$ cat src/rtl/qspd_pkg.sv
// ---------------------------------------------------------------------------
// qspd_pkg : shared types and constants for the query string pair decoder
// Item layouts, sizing constants and the escape state encoding.
// ---------------------------------------------------------------------------
package qspd_pkg;

   // sizing
   localparam int MAX_PAIRS = 16;   // 1 .. 256
   localparam int MAX_LEN   = 32;   // 2 .. 256

   // pair counter holds 0 .. MAX_PAIRS, field length holds 0 .. MAX_LEN-1
   localparam int PC_W = $clog2(MAX_PAIRS + 1);
   localparam int FL_W = (MAX_LEN > 2) ? $clog2(MAX_LEN) : 1;

   // separator characters
   localparam logic [7:0] CHAR_AMP = 8'h26;   // '&'
   localparam logic [7:0] CHAR_EQ  = 8'h3D;   // '='
   localparam logic [7:0] CHAR_PCT = 8'h25;   // '%'

   typedef enum logic [1:0] {
      ESC_NONE  = 2'd0,   // no escape pending
      ESC_PCT   = 2'd1,   // '%' seen
      ESC_DIGIT = 2'd2    // '%' and one digit seen
   } esc_type;

   typedef struct packed {
      logic [7:0] in_byte;
      logic       end_of_query;
   } req_type;

   typedef struct packed {
      logic       has_char;
      logic [7:0] out_byte;
      logic [3:0] pair_index;
      logic       in_value;
      logic       field_done;
      logic       query_done;
   } rsp_type;

   typedef struct packed {
      logic [PC_W-1:0] pair_count;
      logic            value_phase;
      logic [FL_W-1:0] field_length;
      esc_type         escape_phase;
      logic [7:0]      first_digit;
   } state_type;

   typedef struct packed {
      logic       any;
      logic       has_char;
      logic [7:0] out_byte;
      logic       field_done;
      logic       in_value;
   } report_type;

   typedef struct packed {
      state_type  st;
      report_type rp;
   } step_type;

endpackage

$ cat src/rtl/qspd_if.sv
// ---------------------------------------------------------------------------
// qspd_if : valid/ready channels of the query string pair decoder
// One interface for the raw byte channel, one for the result channel.
// ---------------------------------------------------------------------------
interface qspd_req_if;
   logic             valid;
   logic             ready;
   qspd_pkg::req_type payload;

   modport source (output valid, output payload, input ready);
   modport sink   (input valid, input payload, output ready);
endinterface

interface qspd_rsp_if;
   logic             valid;
   logic             ready;
   qspd_pkg::rsp_type payload;

   modport source (output valid, output payload, input ready);
   modport sink   (input valid, input payload, output ready);
endinterface

$ cat src/rtl/query_string_pair_decoder_core.sv
// ---------------------------------------------------------------------------
// query_string_pair_decoder_core : streaming URL query string pair decoder
// Splits a query byte stream into name/value fields with percent decoding.
// ---------------------------------------------------------------------------
// Takes one raw query byte per item (with an end-of-query flag) and gives at
// most one result item per byte: a stored character, a field end, or both,
// tagged with the pair index (low 4 bits) and a name/value flag; the last
// byte of a query always gives a result with query_done set, and all state
// then returns to its reset value for the next query. '&' opens a new pair,
// '=' closes the field and (re)starts the value, "%XY" yields one byte (hex
// digits either case, anything else counts as zero). Fields keep at most
// MAX_LEN-1 characters; after MAX_PAIRS pairs the rest of the query is
// ignored. Rate: one item per cycle while the result channel does not stall;
// the byte is held in the input register, then its result is written into
// the result register once that slot is free or drains. The rate rests on
// the per-byte decoder state (pair count, field length, escape phase), which
// is updated as an item leaves the input register for the result register.
// Bytes that give no result are consumed without occupying the result register.
// ---------------------------------------------------------------------------
module query_string_pair_decoder_core (
   input  logic       clock,
   input  logic       reset,
   qspd_req_if.sink   req_ch,
   qspd_rsp_if.source rsp_ch
);

   // ---- input register ----------------------------------------------------
   logic              in_valid_ff;
   qspd_pkg::req_type in_item_ff;
   logic              advance;

   // item moves on when the result slot is free or drains this cycle
   assign advance      = in_valid_ff && (!rsp_ch.valid || rsp_ch.ready);
   assign req_ch.ready = !in_valid_ff || advance;

   // ---- decoder state -----------------------------------------------------
   qspd_pkg::state_type state_ff;
   qspd_pkg::state_type state_in;

   // ---- result register ---------------------------------------------------
   logic              out_valid_ff;
   qspd_pkg::rsp_type out_item_ff;
   qspd_pkg::rsp_type out_item_in;
   logic              emit;

   assign rsp_ch.valid   = out_valid_ff;
   assign rsp_ch.payload = out_item_ff;

   // hex digit value, non-digits count as zero
   function automatic logic [3:0] hex_val(input logic [7:0] c);
      logic [3:0] v;
      if (c >= 8'h30 && c <= 8'h39) begin
         v = 4'(c - 8'h30);
      end else if (c >= 8'h41 && c <= 8'h46) begin
         v = 4'(c - 8'h37);
      end else if (c >= 8'h61 && c <= 8'h66) begin
         v = 4'(c - 8'h57);
      end else begin
         v = 4'd0;
      end
      return v;
   endfunction

   // character goes into the current field unless it is full
   function automatic qspd_pkg::step_type store_char(input qspd_pkg::step_type s,
                                                     input logic [7:0] ch);
      qspd_pkg::step_type r;
      r = s;
      if (s.st.field_length < qspd_pkg::FL_W'(qspd_pkg::MAX_LEN - 1)) begin
         r.rp.any             = 1'b1;
         r.rp.has_char        = 1'b1;
         r.rp.out_byte        = ch;
         r.rp.in_value        = s.st.value_phase;
         r.st.field_length    = s.st.field_length + 1'b1;
      end
      return r;
   endfunction

   function automatic qspd_pkg::step_type close_field(input qspd_pkg::step_type s);
      qspd_pkg::step_type r;
      r = s;
      r.rp.any        = 1'b1;
      r.rp.field_done = 1'b1;
      r.rp.in_value   = s.st.value_phase;
      return r;
   endfunction

   // one byte with no escape pending
   function automatic qspd_pkg::step_type plain_byte(input qspd_pkg::step_type s,
                                                     input logic [7:0] b,
                                                     input logic last);
      qspd_pkg::step_type r;
      r = s;
      if (b == qspd_pkg::CHAR_AMP) begin
         r = close_field(r);
         r.st.pair_count   = r.st.pair_count + 1'b1;
         r.st.value_phase  = 1'b0;
         r.st.field_length = '0;
      end else if (b == qspd_pkg::CHAR_EQ) begin
         r = close_field(r);
         r.st.value_phase  = 1'b1;
         r.st.field_length = '0;
      end else if (b == qspd_pkg::CHAR_PCT) begin
         r.st.escape_phase = last ? qspd_pkg::ESC_NONE : qspd_pkg::ESC_PCT;
      end else begin
         r = store_char(r, b);
      end
      return r;
   endfunction

   // ---- next state and result ---------------------------------------------
   always_comb begin
      qspd_pkg::step_type s;
      logic [7:0]         b;
      logic               last;
      logic               amp_closed;

      b          = in_item_ff.in_byte;
      last       = in_item_ff.end_of_query;
      amp_closed = 1'b0;
      s.st       = state_ff;
      s.rp       = '0;

      if (state_ff.pair_count >= qspd_pkg::PC_W'(qspd_pkg::MAX_PAIRS)) begin
         // pair limit reached: bytes ignored, only the end reports
         s.rp.in_value = 1'b0;
      end else begin
         unique case (state_ff.escape_phase)
            qspd_pkg::ESC_PCT: begin
               if (b == qspd_pkg::CHAR_AMP || last) begin
                  // '%' cut short: dropped, byte handled as usual
                  s.st.escape_phase = qspd_pkg::ESC_NONE;
                  s          = plain_byte(s, b, last);
                  amp_closed = (b == qspd_pkg::CHAR_AMP);
               end else begin
                  s.st.first_digit  = b;
                  s.st.escape_phase = qspd_pkg::ESC_DIGIT;
               end
            end
            qspd_pkg::ESC_DIGIT: begin
               s.st.escape_phase = qspd_pkg::ESC_NONE;
               if (b == qspd_pkg::CHAR_AMP) begin
                  // pending digit becomes a plain byte, then the '&'
                  s = plain_byte(s, state_ff.first_digit, 1'b0);
                  s.st.escape_phase = qspd_pkg::ESC_NONE;
                  s          = plain_byte(s, b, last);
                  amp_closed = 1'b1;
               end else begin
                  s = store_char(s, {hex_val(state_ff.first_digit), hex_val(b)});
               end
            end
            default: begin
               s          = plain_byte(s, b, last);
               amp_closed = (b == qspd_pkg::CHAR_AMP);
            end
         endcase
      end

      // end of query closes the open field unless '&' already did
      if (last && !amp_closed &&
          state_ff.pair_count < qspd_pkg::PC_W'(qspd_pkg::MAX_PAIRS)) begin
         s = close_field(s);
      end

      emit = s.rp.any || last;

      out_item_in.has_char   = s.rp.has_char;
      out_item_in.out_byte   = s.rp.has_char ? s.rp.out_byte : 8'h00;
      out_item_in.pair_index = 4'(state_ff.pair_count);
      out_item_in.in_value   = s.rp.in_value;
      out_item_in.field_done = s.rp.field_done;
      out_item_in.query_done = last;

      state_in = last ? '0 : s.st;
   end

   // ---- registers ---------------------------------------------------------
   always_ff @(posedge clock) begin
      if (reset) begin
         in_valid_ff  <= 1'b0;
         out_valid_ff <= 1'b0;
         state_ff     <= '0;
      end else begin
         if (req_ch.ready) begin
            in_valid_ff <= req_ch.valid;
         end
         if (advance) begin
            out_valid_ff <= emit;
            state_ff     <= state_in;
         end else if (rsp_ch.ready) begin
            out_valid_ff <= 1'b0;
         end
      end
   end

   always_ff @(posedge clock) begin
      if (req_ch.ready && req_ch.valid) begin
         in_item_ff <= req_ch.payload;
      end
      if (advance && emit) begin
         out_item_ff <= out_item_in;
      end
   end

endmodule

$ cat src/flat_wrapper.sv
// flat-port wrapper written by rule: the top's interface ports become plain ports
module query_string_pair_decoder_core_flat 
  (clock, reset, req_ch_valid, req_ch_payload, req_ch_ready, rsp_ch_valid, rsp_ch_payload, rsp_ch_ready);
  qspd_req_if req_ch_i ();
  qspd_rsp_if rsp_ch_i ();
  input  logic clock;
  input  logic reset;
  input wire logic [$bits(req_ch_i.valid)-1:0] req_ch_valid;
  input wire logic [$bits(req_ch_i.payload)-1:0] req_ch_payload;
  output wire logic [$bits(req_ch_i.ready)-1:0] req_ch_ready;
  output wire logic [$bits(rsp_ch_i.valid)-1:0] rsp_ch_valid;
  output wire logic [$bits(rsp_ch_i.payload)-1:0] rsp_ch_payload;
  input wire logic [$bits(rsp_ch_i.ready)-1:0] rsp_ch_ready;
  assign req_ch_i.valid = req_ch_valid;
  assign req_ch_i.payload = req_ch_payload;
  assign req_ch_ready = req_ch_i.ready;
  assign rsp_ch_valid = rsp_ch_i.valid;
  assign rsp_ch_payload = rsp_ch_i.payload;
  assign rsp_ch_i.ready = rsp_ch_ready;
  query_string_pair_decoder_core u_core (.clock(clock), .reset(reset), .req_ch(req_ch_i), .rsp_ch(rsp_ch_i));
endmodule
$ cat config.mk
export PLATFORM = sky130hd
export DESIGN_NAME = query_string_pair_decoder_core_flat
export DESIGN_NICKNAME = d
export VERILOG_FILES = /design/src/rtl/qspd_pkg.sv /design/src/rtl/qspd_if.sv /design/src/rtl/query_string_pair_decoder_core.sv /design/src/flat_wrapper.sv
export SDC_FILE = /design/constraint.sdc
export NUM_CORES = 1
export LEC_CHECK = 0
export BUFFER_PORTS_ARGS = -buffer_cell sky130_fd_sc_hd__buf_2
export CAP_MARGIN = 40
export CORE_MARGIN = 8
export CORE_UTILIZATION = 50
export CTS_CLUSTER_SIZE = 30
export DETAILED_ROUTE_END_ITERATION = 6
export MAX_ROUTING_LAYER = met4
export PLACE_DENSITY = 0.74
export SYNTH_ARGS = -nofsm -noshare
export SYNTH_HDL_FRONTEND = slang
export SYNTH_SLANG_ARGS = --single-unit
$ cat constraint.sdc
create_clock -name clock -period 3.37 [get_ports clock]
set_input_delay 0.337 -clock clock [delete_from_list [all_inputs] [get_ports clock]]
set_output_delay 0.337 -clock clock [all_outputs]
set_load 0.03 [all_outputs]
Word level (Yosys, flattened, before mapping)
Cells that the tools add are included.

Register bits: 48. Input port bits: 13. Output and inout bits: 18. Word-level logic and storage cells: 109.

Add/sub/neg operators: 9. $lt $le $gt $ge: 15. Equality and inequality tests: 8. Multiplexer cells: 43. Reductions and logical operators: 19.

Operator list (number): two-way mux 33 bit (7); two-way mux 28 bit (3); case mux 33 bit (2 select lines) (1); equality test 8 x 6 -> 1 bit (second input constant) (6); two-way mux 12 bit (4); two-way mux 10 bit (4); greater-or-equal comparator 8 x 7 -> 1 bit (second input constant) (4); less-or-equal comparator 8 x 7 -> 1 bit (second input constant) (4); two-way mux 32 bit (1); two-way mux 4 bit (6); two-way mux 21 bit (1); greater-or-equal comparator 8 x 6 -> 1 bit (second input constant) (2); less-or-equal comparator 8 x 6 -> 1 bit (second input constant) (2); subtractor 4 x 3 -> 4 bit (second input constant) (4); adder 5 x 1 -> 5 bit (second input constant) (3); two-way mux 5 bit (3); logical AND 1 bit (11); two-way mux 11 bit (1); < comparator 5 bit (second input constant) (2); two-way mux 1 bit (9); subtractor 4 x 1 -> 4 bit (second input constant) (2); greater-or-equal comparator 5 bit (second input constant) (1); logical OR 1 bit (4); two-way mux 2 bit (2); 5 further kinds (7).

Logic depth before layout (Yosys ltp)
Gate-level depths: netlist (run 1).

Word-level depth: 15. Gate-level depth with buffers: 12. Depth with buffers taken out: 12.

Least setup slack after synthesis (run 1)
Ideal clock, no wire load.

Path type: flip-flop to flip-flop. Start: register u_core.in_item_ff[1] (netlist name). End: register u_core.out_item_ff, in the netlist u_core.rsp_ch.payload[0] (enable). Setup time: 0.388 ns. Data arrival time: 2.422 ns. Setup slack: 0.559 ns. Stages on the path, launching flop included: 8. Path through: edfxtp_1 -> inv_1 -> ha_1 -> or3b_1 -> a21boi_1 -> o21bai_1 -> a211oi_1 -> nor2_1.

Longest elaborated chain between the ends: 11.

Ends and longest elaborated chain: start, declared (RTL line query_string_pair_decoder_core.sv:29) `qspd_pkg::req_type in_item_ff;`; start signal, assigned (RTL line query_string_pair_decoder_core.sv:198) `in_item_ff <= req_ch.payload;`; branches (longest 8 deep; another with two-way mux 33 bit); two-way mux 12 bit * (RTL line query_string_pair_decoder_core.sv:160) `if (last && !amp_closed &&`; logical OR 1 bit * (RTL line query_string_pair_decoder_core.sv:165) `emit = s.rp.any || last;`; logical AND 1 bit * (RTL line query_string_pair_decoder_core.sv:200) `if (advance && emit) begin`; end signal, assigned (RTL line query_string_pair_decoder_core.sv:201) `out_item_ff <= out_item_in;`; end, declared (RTL line query_string_pair_decoder_core.sv:42) `qspd_pkg::rsp_type out_item_ff;`.

Mark *: on every way between the ends. A chain may end at the register's enable or synchronous reset.

Final worst setup path (run 1)
Start: register u_core.state_ff[0] (netlist name). End: register u_core.state_ff[20] (netlist name).

Longest elaborated chain between the ends: 10.

Ends and longest elaborated chain: start, declared (RTL line query_string_pair_decoder_core.sv:37) `qspd_pkg::state_type state_ff;`; start signal, assigned (RTL line query_string_pair_decoder_core.sv:189) `state_ff <= state_in;`; equality test 8 x 6 -> 1 bit (RTL line query_string_pair_decoder_core.sv:94) `if (b == qspd_pkg::CHAR_AMP) begin`; two-way mux 33 bit (RTL line query_string_pair_decoder_core.sv:94); two-way mux 33 bit (RTL line query_string_pair_decoder_core.sv:142) `if (b == qspd_pkg::CHAR_AMP) begin`; two-way mux 33 bit (RTL line query_string_pair_decoder_core.sv:128) `unique case (state_ff.escape_phase)`; two-way mux 33 bit (RTL line query_string_pair_decoder_core.sv:124) `if (state_ff.pair_count >= qspd_pkg::PC_W'(qspd_pkg::MAX_PAIRS)) begin`; adder 5 x 1 -> 5 bit (RTL line query_string_pair_decoder_core.sv:96) `r.st.pair_count = r.st.pair_count + 1'b1;`; two-way mux 33 bit (RTL line query_string_pair_decoder_core.sv:142); case mux 33 bit (2 select lines) (RTL line query_string_pair_decoder_core.sv:128); two-way mux 32 bit (RTL line query_string_pair_decoder_core.sv:124); two-way mux 21 bit (RTL line query_string_pair_decoder_core.sv:174) `state_in = last ? '0 : s.st;`.

Every way passes these cells. The select of a mux whose other input is x is not followed.

==> results of run 1 <==
stage by stage:
| step | total power (W) | hold WS (ps) | setup slack [ps] | utilization (%) |
|---|---|---|---|---|
| 2_1_floorplan | 0.000760 | 406 | 559 | - |
| 3_3_place_gp | 0.000799 | 475 | 687 | 54.6 |
| 3_5_place_dp | 0.000800 | 490 | 544 | 54.8 |
| 4_1_cts | 0.00115 | 193 | 512 | 56.2 |
| 5_1_grt | 0.00118 | 186 | 269 | 56.2 |
| 6_report | 0.00114 | 191 | 473 | 56.2 |
power by group:
group          internal, W  total, W  switching [W]
clock network     0.000145  0.000354       0.000209
registers         0.000635  0.000656      0.0000211
logic            0.0000484  0.000133      0.0000850
total             0.000828   0.00114       0.000315
cell usage in the layout (no fill, tap or decap), types with 4 or more instances in the layout:
master,n
sky130_fd_sc_hd__and3_1,6
sky130_fd_sc_hd__nor2b_1,4
sky130_fd_sc_hd__nand3_1,15
sky130_fd_sc_hd__nand2b_1,7
sky130_fd_sc_hd__nor3b_1,4
sky130_fd_sc_hd__nor2_1,20
sky130_fd_sc_hd__ha_1,14
sky130_fd_sc_hd__o21ai_0,13
sky130_fd_sc_hd__a211oi_1,6
sky130_fd_sc_hd__o211ai_1,5
sky130_fd_sc_hd__xnor2_1,5
sky130_fd_sc_hd__a221o_1,5
sky130_fd_sc_hd__and2_1,4
sky130_fd_sc_hd__a22o_1,5
sky130_fd_sc_hd__a21oi_1,21
sky130_fd_sc_hd__inv_1,15
sky130_fd_sc_hd__buf_2,30
sky130_fd_sc_hd__a31oi_1,9
sky130_fd_sc_hd__clkbuf_8,5
sky130_fd_sc_hd__edfxtp_1,25
sky130_fd_sc_hd__mux2i_1,6
sky130_fd_sc_hd__o31ai_1,4
sky130_fd_sc_hd__nand2_1,22
sky130_fd_sc_hd__nor3_1,17
sky130_fd_sc_hd__dfxtp_1,23
path summary, 6_finish.rpt:
path	start	cells after the start	endpoint	slack [ps]
setup / recovery	u_core.state_ff[0]$_SDFFE_PP0P_	11	u_core.state_ff[20]$_SDFFE_PP0P_	470
hold reg to reg	u_core.state_ff[15]$_SDFFE_PP0P_	2	u_core.state_ff[15]$_SDFFE_PP0P_	500
hold / removal	req_ch_payload[4]	1	u_core.in_item_ff[4]$_DFFE_PP_	190
setup reg to reg	u_core.state_ff[0]$_SDFFE_PP0P_	11	u_core.state_ff[20]$_SDFFE_PP0P_	470
worst register-to-register path, delay by kind of cell, from the launching register on:
family                   cells  cell delay, ps
flip-flops                   1             390
AO/OA/AOI/OAI                5             880
adder cells (fa/ha/maj)      2             510
buffers and inverters        1             140
AND/OR/NAND/NOR              3             930
registers in the layout, summed over array words and instances, names as in the netlist:
| signal | count |
|---|---|
| u_core.out_item_in | 4 |
| u_core.state_ff | 17 |
| u_core.rsp_ch.valid | 1 |
| u_core.in_item_ff | 9 |
| u_core.rsp_ch.payload | 16 |
| u_core.in_valid_ff | 1 |
cells in the mapped netlist (all sizes together) (5+ instances only):
| master | instances |
|---|---|
| a221o | 5 |
| nand2b | 7 |
| and2 | 5 |
| clkbuf | 12 |
| inv | 15 |
| nor2 | 21 |
| a31oi | 9 |
| nor3b | 7 |
| a21oi | 22 |
| o21ai | 15 |
| nor3 | 17 |
| ha | 14 |
| buf | 8 |
| xnor2 | 5 |
| dfxtp | 23 |
| mux2i | 6 |
| nand2 | 23 |
| a211oi | 7 |
| o211ai | 5 |
| edfxtp | 25 |
| nand3 | 15 |
| a22o | 5 |
| and3 | 6 |
area by class of cell:
type | count | area [µm²]
well taps | 77 | 96.3
clock inverters | 3 | 18.8
multi-input cells | 277 | 1960
fillers | 577 | 2800
flip-flops and latches | 48 | 1210
inverters | 15 | 56.3
clock buffers | 5 | 68.8
repair buffers | 33 | 180
logic make-up after synthesis:
group / share of synthesized area, %
and+or+nand+nor: 24.0
buffers and inverters: 4.34
muxes: 2.61
AOI/OAI and AO/OA: 25.1
DFF: 36.6
adders and majority gates: 5.29
xor gates and xnor gates: 2.11
routing by layer:
layer | part of all wire (%) | routed length (µm) | global-route usage (%) | vias to the layer above
li1 | - | - | - | 1434
met1 | 45 | 3820 | 23.2 | 1423
met2 | 44 | 3680 | 26.2 | 142
met3 | 8.3 | 693 | 3.77 | 27
met4 | 2.4 | 199 | 6.06 | 0
met5 | 0 | 0 | - | -
==> reports/metrics.sh, run 1 <==
FIRST_GLOBAL_VIAS=2761
GRT_USAGE_PCT=17.7
DESIGN.FINAL.NETS=407
FLOORPLAN.DIE.WIDTH_UM=97.4
SYNTH_FF_TYPE='sky130_fd_sc_hd__edfxtp_1'
DRT-WIRELENGTH-PER-CELL_UM=18.3
SYNTHESIS.NETS=387
CORE_AREA_UM2=6390
VIAS=3026
START_UTIL_PCT=51.9
SETUP_VIOL=0
SETUP.WORST_PATH.END_CLASS='flop'
WORST_CLOCK_SKEW_PS=9.09
AREA_OF_THE_DIE_UM2=9490
PLACE.GP.CONGESTION=0.978
POST-SYNTH-TOP-AREA-CELL='sky130_fd_sc_hd__edfxtp_1'
PLACE.PORT_BUFFERS=30
CTS_BUFFERS=5
WORST_PIN_SLEW_PS=622
CTS_RESIZED=0
FINALWIRELENGTH_UM=8400
OVERFLOW=0
DRT.ANTENNA.VIOLATING_NETS=0
LAYOUT-DRIVE-GT1-SHARE_PCT=15.5
CLOCK_INSERTION_DELAY_WORST_SKEW_PS=320
FINAL_PERIOD_MINUS_WORST_SETUP_SLACK_PS=2900
POST_CTS.REPAIR.SETUP_BUFFERS=0
SETUP_TNS_PS=0
CTS_HOLD_REPAIR.BUFFERS=0
PLACED_CELL_AREA_UM2=3500
TRITONCTS_CLOCK_TREE='yes'
FINAL_AREA_UM2=3590
VIAS_PER_CELL=6.61
CELLPOWERDENSITY_nW_PER_UM2=318
FP.DIEH_UM=97.4
YS_TOP_CELLS_BY_AREA='sky130_fd_sc_hd__edfxtp_1 23%, sky130_fd_sc_hd__dfxtp_1 14%, sky130_fd_sc_hd__ha_1 5.3%'
SYNTH.YOSYS.WARNINGS=0
RSZ0062_AT_GRT='false'
CP.ARRIVAL_PS=3150
SYN_AREA_UM2=3310
DRT_FIRST_ITER_VIOLATIONS=330
SYNTH-SEQ-AREA-SHARE_PCT=36.6
RELATIVE_MAX_TRANSITION_MARGIN_PCT=58.4
NUMBER_OF_REGISTER_BITS_INFERRED_BY_SYNTHESIS=48
NUM_ROWS=29
WORST_PATH_DOMINANT_CELL_FAMILY='simple AND/OR/NAND/NOR gates'
DRV_CAP=0
PERIOD_SHARE_PCT=86.0
IO-PIN-COUNT=31
TIMING.FINAL.HOLD_VIOLATIONS=0
ACHIEVABLE-FREQUENCY_MHz=345
SYNTH_ENABLE_FLOP_CELLS=25
CRITICAL_PATH.CELL_CHAIN='inv_1 -> ha_1 -> or3b_1 -> nor2_1 -> o21ai_0 -> ha_1 -> and3_1 -> o21ai_0 -> o2111ai_1 -> a2111o_1 -> o21ai_1'
WORST-SETUP-PATH-TYPE='reg2reg'
ROOT_BUFFER='sky130_fd_sc_hd__clkbuf_8'
HTREE_NUM_LEVELS=2
PATH_CLK_SLEW_PS=90
POST-SYNTH-TOP-AREA-FRACTION_PCT=22.7
POST_SYNTH.CELL_AREA_AVG_UM2=9.20
SLEW_VIOL_FINAL=0
PLACED_CELLS_INCL_TAPS=450
CRITICAL_PATH.MAX_STAGE_DELAY_PS=410
WORSTHOLDPATHTYPE='in2reg'
SYN2LAYOUT_AREA_GROWTH_PCT=8.35
WORST_PATH_MAX_DELAY_CELL='sky130_fd_sc_hd__or3b_1'
TIMING.CRITICAL_PATH.FANOUT_MAX=7
YS_TYPES=79
CTS_MAX_PATH_BUFFERS=2
CRIT_PATH_START_KIND='flop'
NETLIST_INSTANCES=360
CRIT_REQUIRED_PS=3630
IR_DROP_mV=0.200
DP_HPWL_UM=6030
ANTENNA_CELLS_INSERTED=0
PIN_COUNT_OF_THE_BIGGEST_NET_ENTERING_GLOBAL_ROUTING=26
CELLLEAKAGEPOWER_nW=1.26
FIRST_PASS_GRT_WIRE_LENGTH_UM=13900
YS_ASYNC_SR_FRACTION_PCT=0
RUN_STATUS='completed'
DRTPASS1ITERATIONS=5
GRT_ANTENNA_BEFORE_REPAIR=0
CTS.SINK_COUNT=48
CP.BUFFERS_INVERTERS=1
DRC=0
FIN_CELLS=458
Power figures use the tool's default switching activity.
==> inputs of run 2 (changes only) <==
--- a/config.mk
+++ b/config.mk
@@ -7,6 +7,7 @@
 export LEC_CHECK = 0
 export BUFFER_PORTS_ARGS = -buffer_cell sky130_fd_sc_hd__buf_2
 export CAP_MARGIN = 40
+export CORE_ASPECT_RATIO = 0.7
 export CORE_MARGIN = 8
 export CORE_UTILIZATION = 50
 export CTS_CLUSTER_SIZE = 30
==> run 2 against run 1 <==
  * Count of clock-buffer cells in the layout is the same
  * Total power up 6.6%
  * Register-to-register slack lost 20 ps
  * Core utilization rose by 1.2 points
  * Critical path type unchanged
  * Hold slack better by 11 ps
  * Highest routed layer unchanged
  * Non-clock buffer count increased by 1
==> reports/metrics.sh, run 2 (synthesized netlist as in run 1, its figures left out) <==
WORST-SETUP-PATH-TYPE='reg2reg'
PLACE.GP.CONGESTION=0.954
FIRST_PASS_GRT_WIRE_LENGTH_UM=13900
LAYOUT-DRIVE-GT1-SHARE_PCT=15.7
SWITCHING_SHARE_PCT=25.9
DRT.ANTENNA.VIOLATING_NETS=0
DRTPASS1ITERATIONS=5
TIMING.RR.START='u_core.state_ff[0]$_SDFFE_PP0P_'
DP_HPWL_UM=6320
CTS_HOLD_REPAIR.BUFFERS=0
SLEW_VIOL_FINAL=0
VIAS_PER_CELL=6.74
PIN_COUNT_OF_THE_BIGGEST_NET_ENTERING_GLOBAL_ROUTING=25
CTS_RESIZED=0
SETUP.WORST_PATH.END_CLASS='flop'
FINAL_PERIOD_MINUS_WORST_SETUP_SLACK_PS=2910
IO-PIN-COUNT=31
FINAL_AREA_UM2=3620
CELLPOWERDENSITY_nW_PER_UM2=336
CTS_BUFFERS=5
P_INT_W=0.000903
TIMING.CRITICAL_PATH.FANOUT_MAX=7
TOTALPOWERFINAL_W=0.00122
WORST_PIN_SLEW_PS=657
FP.DIEH_UM=84.1
ENDPOINT='u_core.state_ff[20]$_SDFFE_PP0P_'
ACHIEVABLE-FREQUENCY_MHz=343
START_UTIL_PCT=52.5
HTREE_NUM_LEVELS=2
DRC=0
FLOORPLAN.DIE.WIDTH_UM=113
ANTENNA_CELLS_INSERTED=0
FIRST_GLOBAL_VIAS=2803
POWER_SWITCHING_W=0.000315
CTS.SINK_COUNT=48
CP.ARRIVAL_PS=3160
POST_CTS.REPAIR.SETUP_BUFFERS=0
TRITONCTS_CLOCK_TREE='yes'
IR_DROP_mV=0.190
CORE_AREA_UM2=6310
CRIT_START='u_core.state_ff[0]$_SDFFE_PP0P_'
WORSTHOLDPATHCELLS=1
ROOT_BUFFER='sky130_fd_sc_hd__clkbuf_8'
SEQUENTIAL_CELL_FRACTION_OF_TOTAL_POWER_PCT=53.9
DESIGN.FINAL.NETS=408
SETUP_TNS_PS=0
CLOCKPOWERSHARE_PCT=35.0
WORST_CLOCK_SKEW_PS=6.86
OVERFLOW=0
CLOCK_INSERTION_DELAY_WORST_SKEW_PS=310
LARGEST_REGISTER_FF_COUNT=17
RSZ0062_AT_GRT='false'
CRIT-REG2REG-CAPTURE='u_core.state_ff[20]$_SDFFE_PP0P_'
PLACED_CELL_AREA_UM2=3510
TIMING.FINAL.HOLD_VIOLATIONS=0
POWER.SHARE.COMBINATIONAL_PCT=11.1
SETUP_VIOL=0
FINALWIRELENGTH_UM=8590
VIAS=3099
CRIT_PATH_START_KIND='flop'
GRT_ANTENNA_BEFORE_REPAIR=0
RELATIVE_MAX_TRANSITION_MARGIN_PCT=56.1
CTS_MAX_PATH_BUFFERS=2
CELLLEAKAGEPOWER_nW=1.28
DRT_FIRST_ITER_VIOLATIONS=338
WORSTHOLDPATHTYPE='in2reg'
CRIT_REQUIRED_PS=3620
LAYOUT.CELLS.MOST_COMMON='sky130_fd_sc_hd__buf_2'
GRT_USAGE_PCT=18.2
SYN2LAYOUT_AREA_GROWTH_PCT=9.33
MOSTFREQUENTLAYOUTCELLS='30 x sky130_fd_sc_hd__buf_2, 25 x sky130_fd_sc_hd__edfxtp_1, 23 x sky130_fd_sc_hd__dfxtp_1, 22 x sky130_fd_sc_hd__nand2_1, 21 x sky130_fd_sc_hd__a21oi_1'
PERIOD_SHARE_PCT=86.5
AREA_OF_THE_DIE_UM2=9530
REG2REG_DEPTH=11
RUN_STATUS='completed'
LARGEST-REGISTER='u_core.state_ff'
REG2REG_SETUP_SLACK_PS=460
NFILLCELLS=561
NUM_ROWS=24
PLACE.PORT_BUFFERS=30
PATH_CLK_SLEW_PS=100
DRV_CAP=0
DRT-WIRELENGTH-PER-CELL_UM=18.7
-- run 2: layer usage --
metal	routed length (µm)	vias to the layer above	track usage, %
li1	-	1435	-
met1	4010	1457	25.6
met2	3490	191	25.2
met3	989	16	4.70
met4	93	0	3.86
met5	0	-	-
-- run 2: power by group through the flow --
stage               clock [W]  sequential [W]  combinational [W]
floorplan                   0        0.000677          0.0000828
global placement            0        0.000669           0.000131
detailed placement          0        0.000670           0.000132
CTS                  0.000431        0.000656           0.000133
global route         0.000453        0.000660           0.000147
finish               0.000426        0.000657           0.000135
-- run 2: through the flow --
step	util (%)	hold WS, ps	cells	setup WS, ps
detailed placement	55.7	464	452	523
global route	57.4	191	460	236
CTS	57.4	199	460	489
finish	57.4	202	460	456
floorplan	-	406	360	559
global placement	55.4	453	451	682
-- run 2: cell type report --
type | instances | area [µm²] | area share (%)
Inverter | 15 | 56.3 | 1.55
Sequential cell | 48 | 1210 | 33.4
Clock inverter | 3 | 42.5 | 1.17
Multi-Input combinational cell | 277 | 1960 | 54.1
Tap cell | 78 | 97.6 | 2.69
Timing Repair Buffer | 34 | 188 | 5.18
Clock buffer | 5 | 68.8 | 1.90
-- run 2: worst min-delay path by stage --
stage,startpoint,end,slack (ps)
floorplan,u_core.out_item_in[6]$_SDFFE_PP0P_,u_core.rsp_ch.payload[6]$_DFFE_PP_,410
global placement,u_core.state_ff[15]$_SDFFE_PP0P_,u_core.state_ff[15]$_SDFFE_PP0P_,450
detailed placement,u_core.state_ff[15]$_SDFFE_PP0P_,u_core.state_ff[15]$_SDFFE_PP0P_,460
CTS,req_ch_payload[4],u_core.in_item_ff[4]$_DFFE_PP_,200
global route,req_ch_payload[5],u_core.in_item_ff[5]$_DFFE_PP_,190
finish,req_ch_payload[4],u_core.in_item_ff[4]$_DFFE_PP_,200
-- run 2: critical path, cell delays in order, from the launching register on --
cell and delay [ps]:
sky130_fd_sc_hd__dfxtp_1 400, sky130_fd_sc_hd__inv_1 150, sky130_fd_sc_hd__ha_1 220, sky130_fd_sc_hd__or3b_1 410, sky130_fd_sc_hd__nor2_1 280, sky130_fd_sc_hd__o21ai_0 140, sky130_fd_sc_hd__ha_1 300, sky130_fd_sc_hd__and3_1 220
sky130_fd_sc_hd__o21ai_0 110, sky130_fd_sc_hd__o2111ai_1 190, sky130_fd_sc_hd__a2111o_1 370, sky130_fd_sc_hd__o21ai_1 70
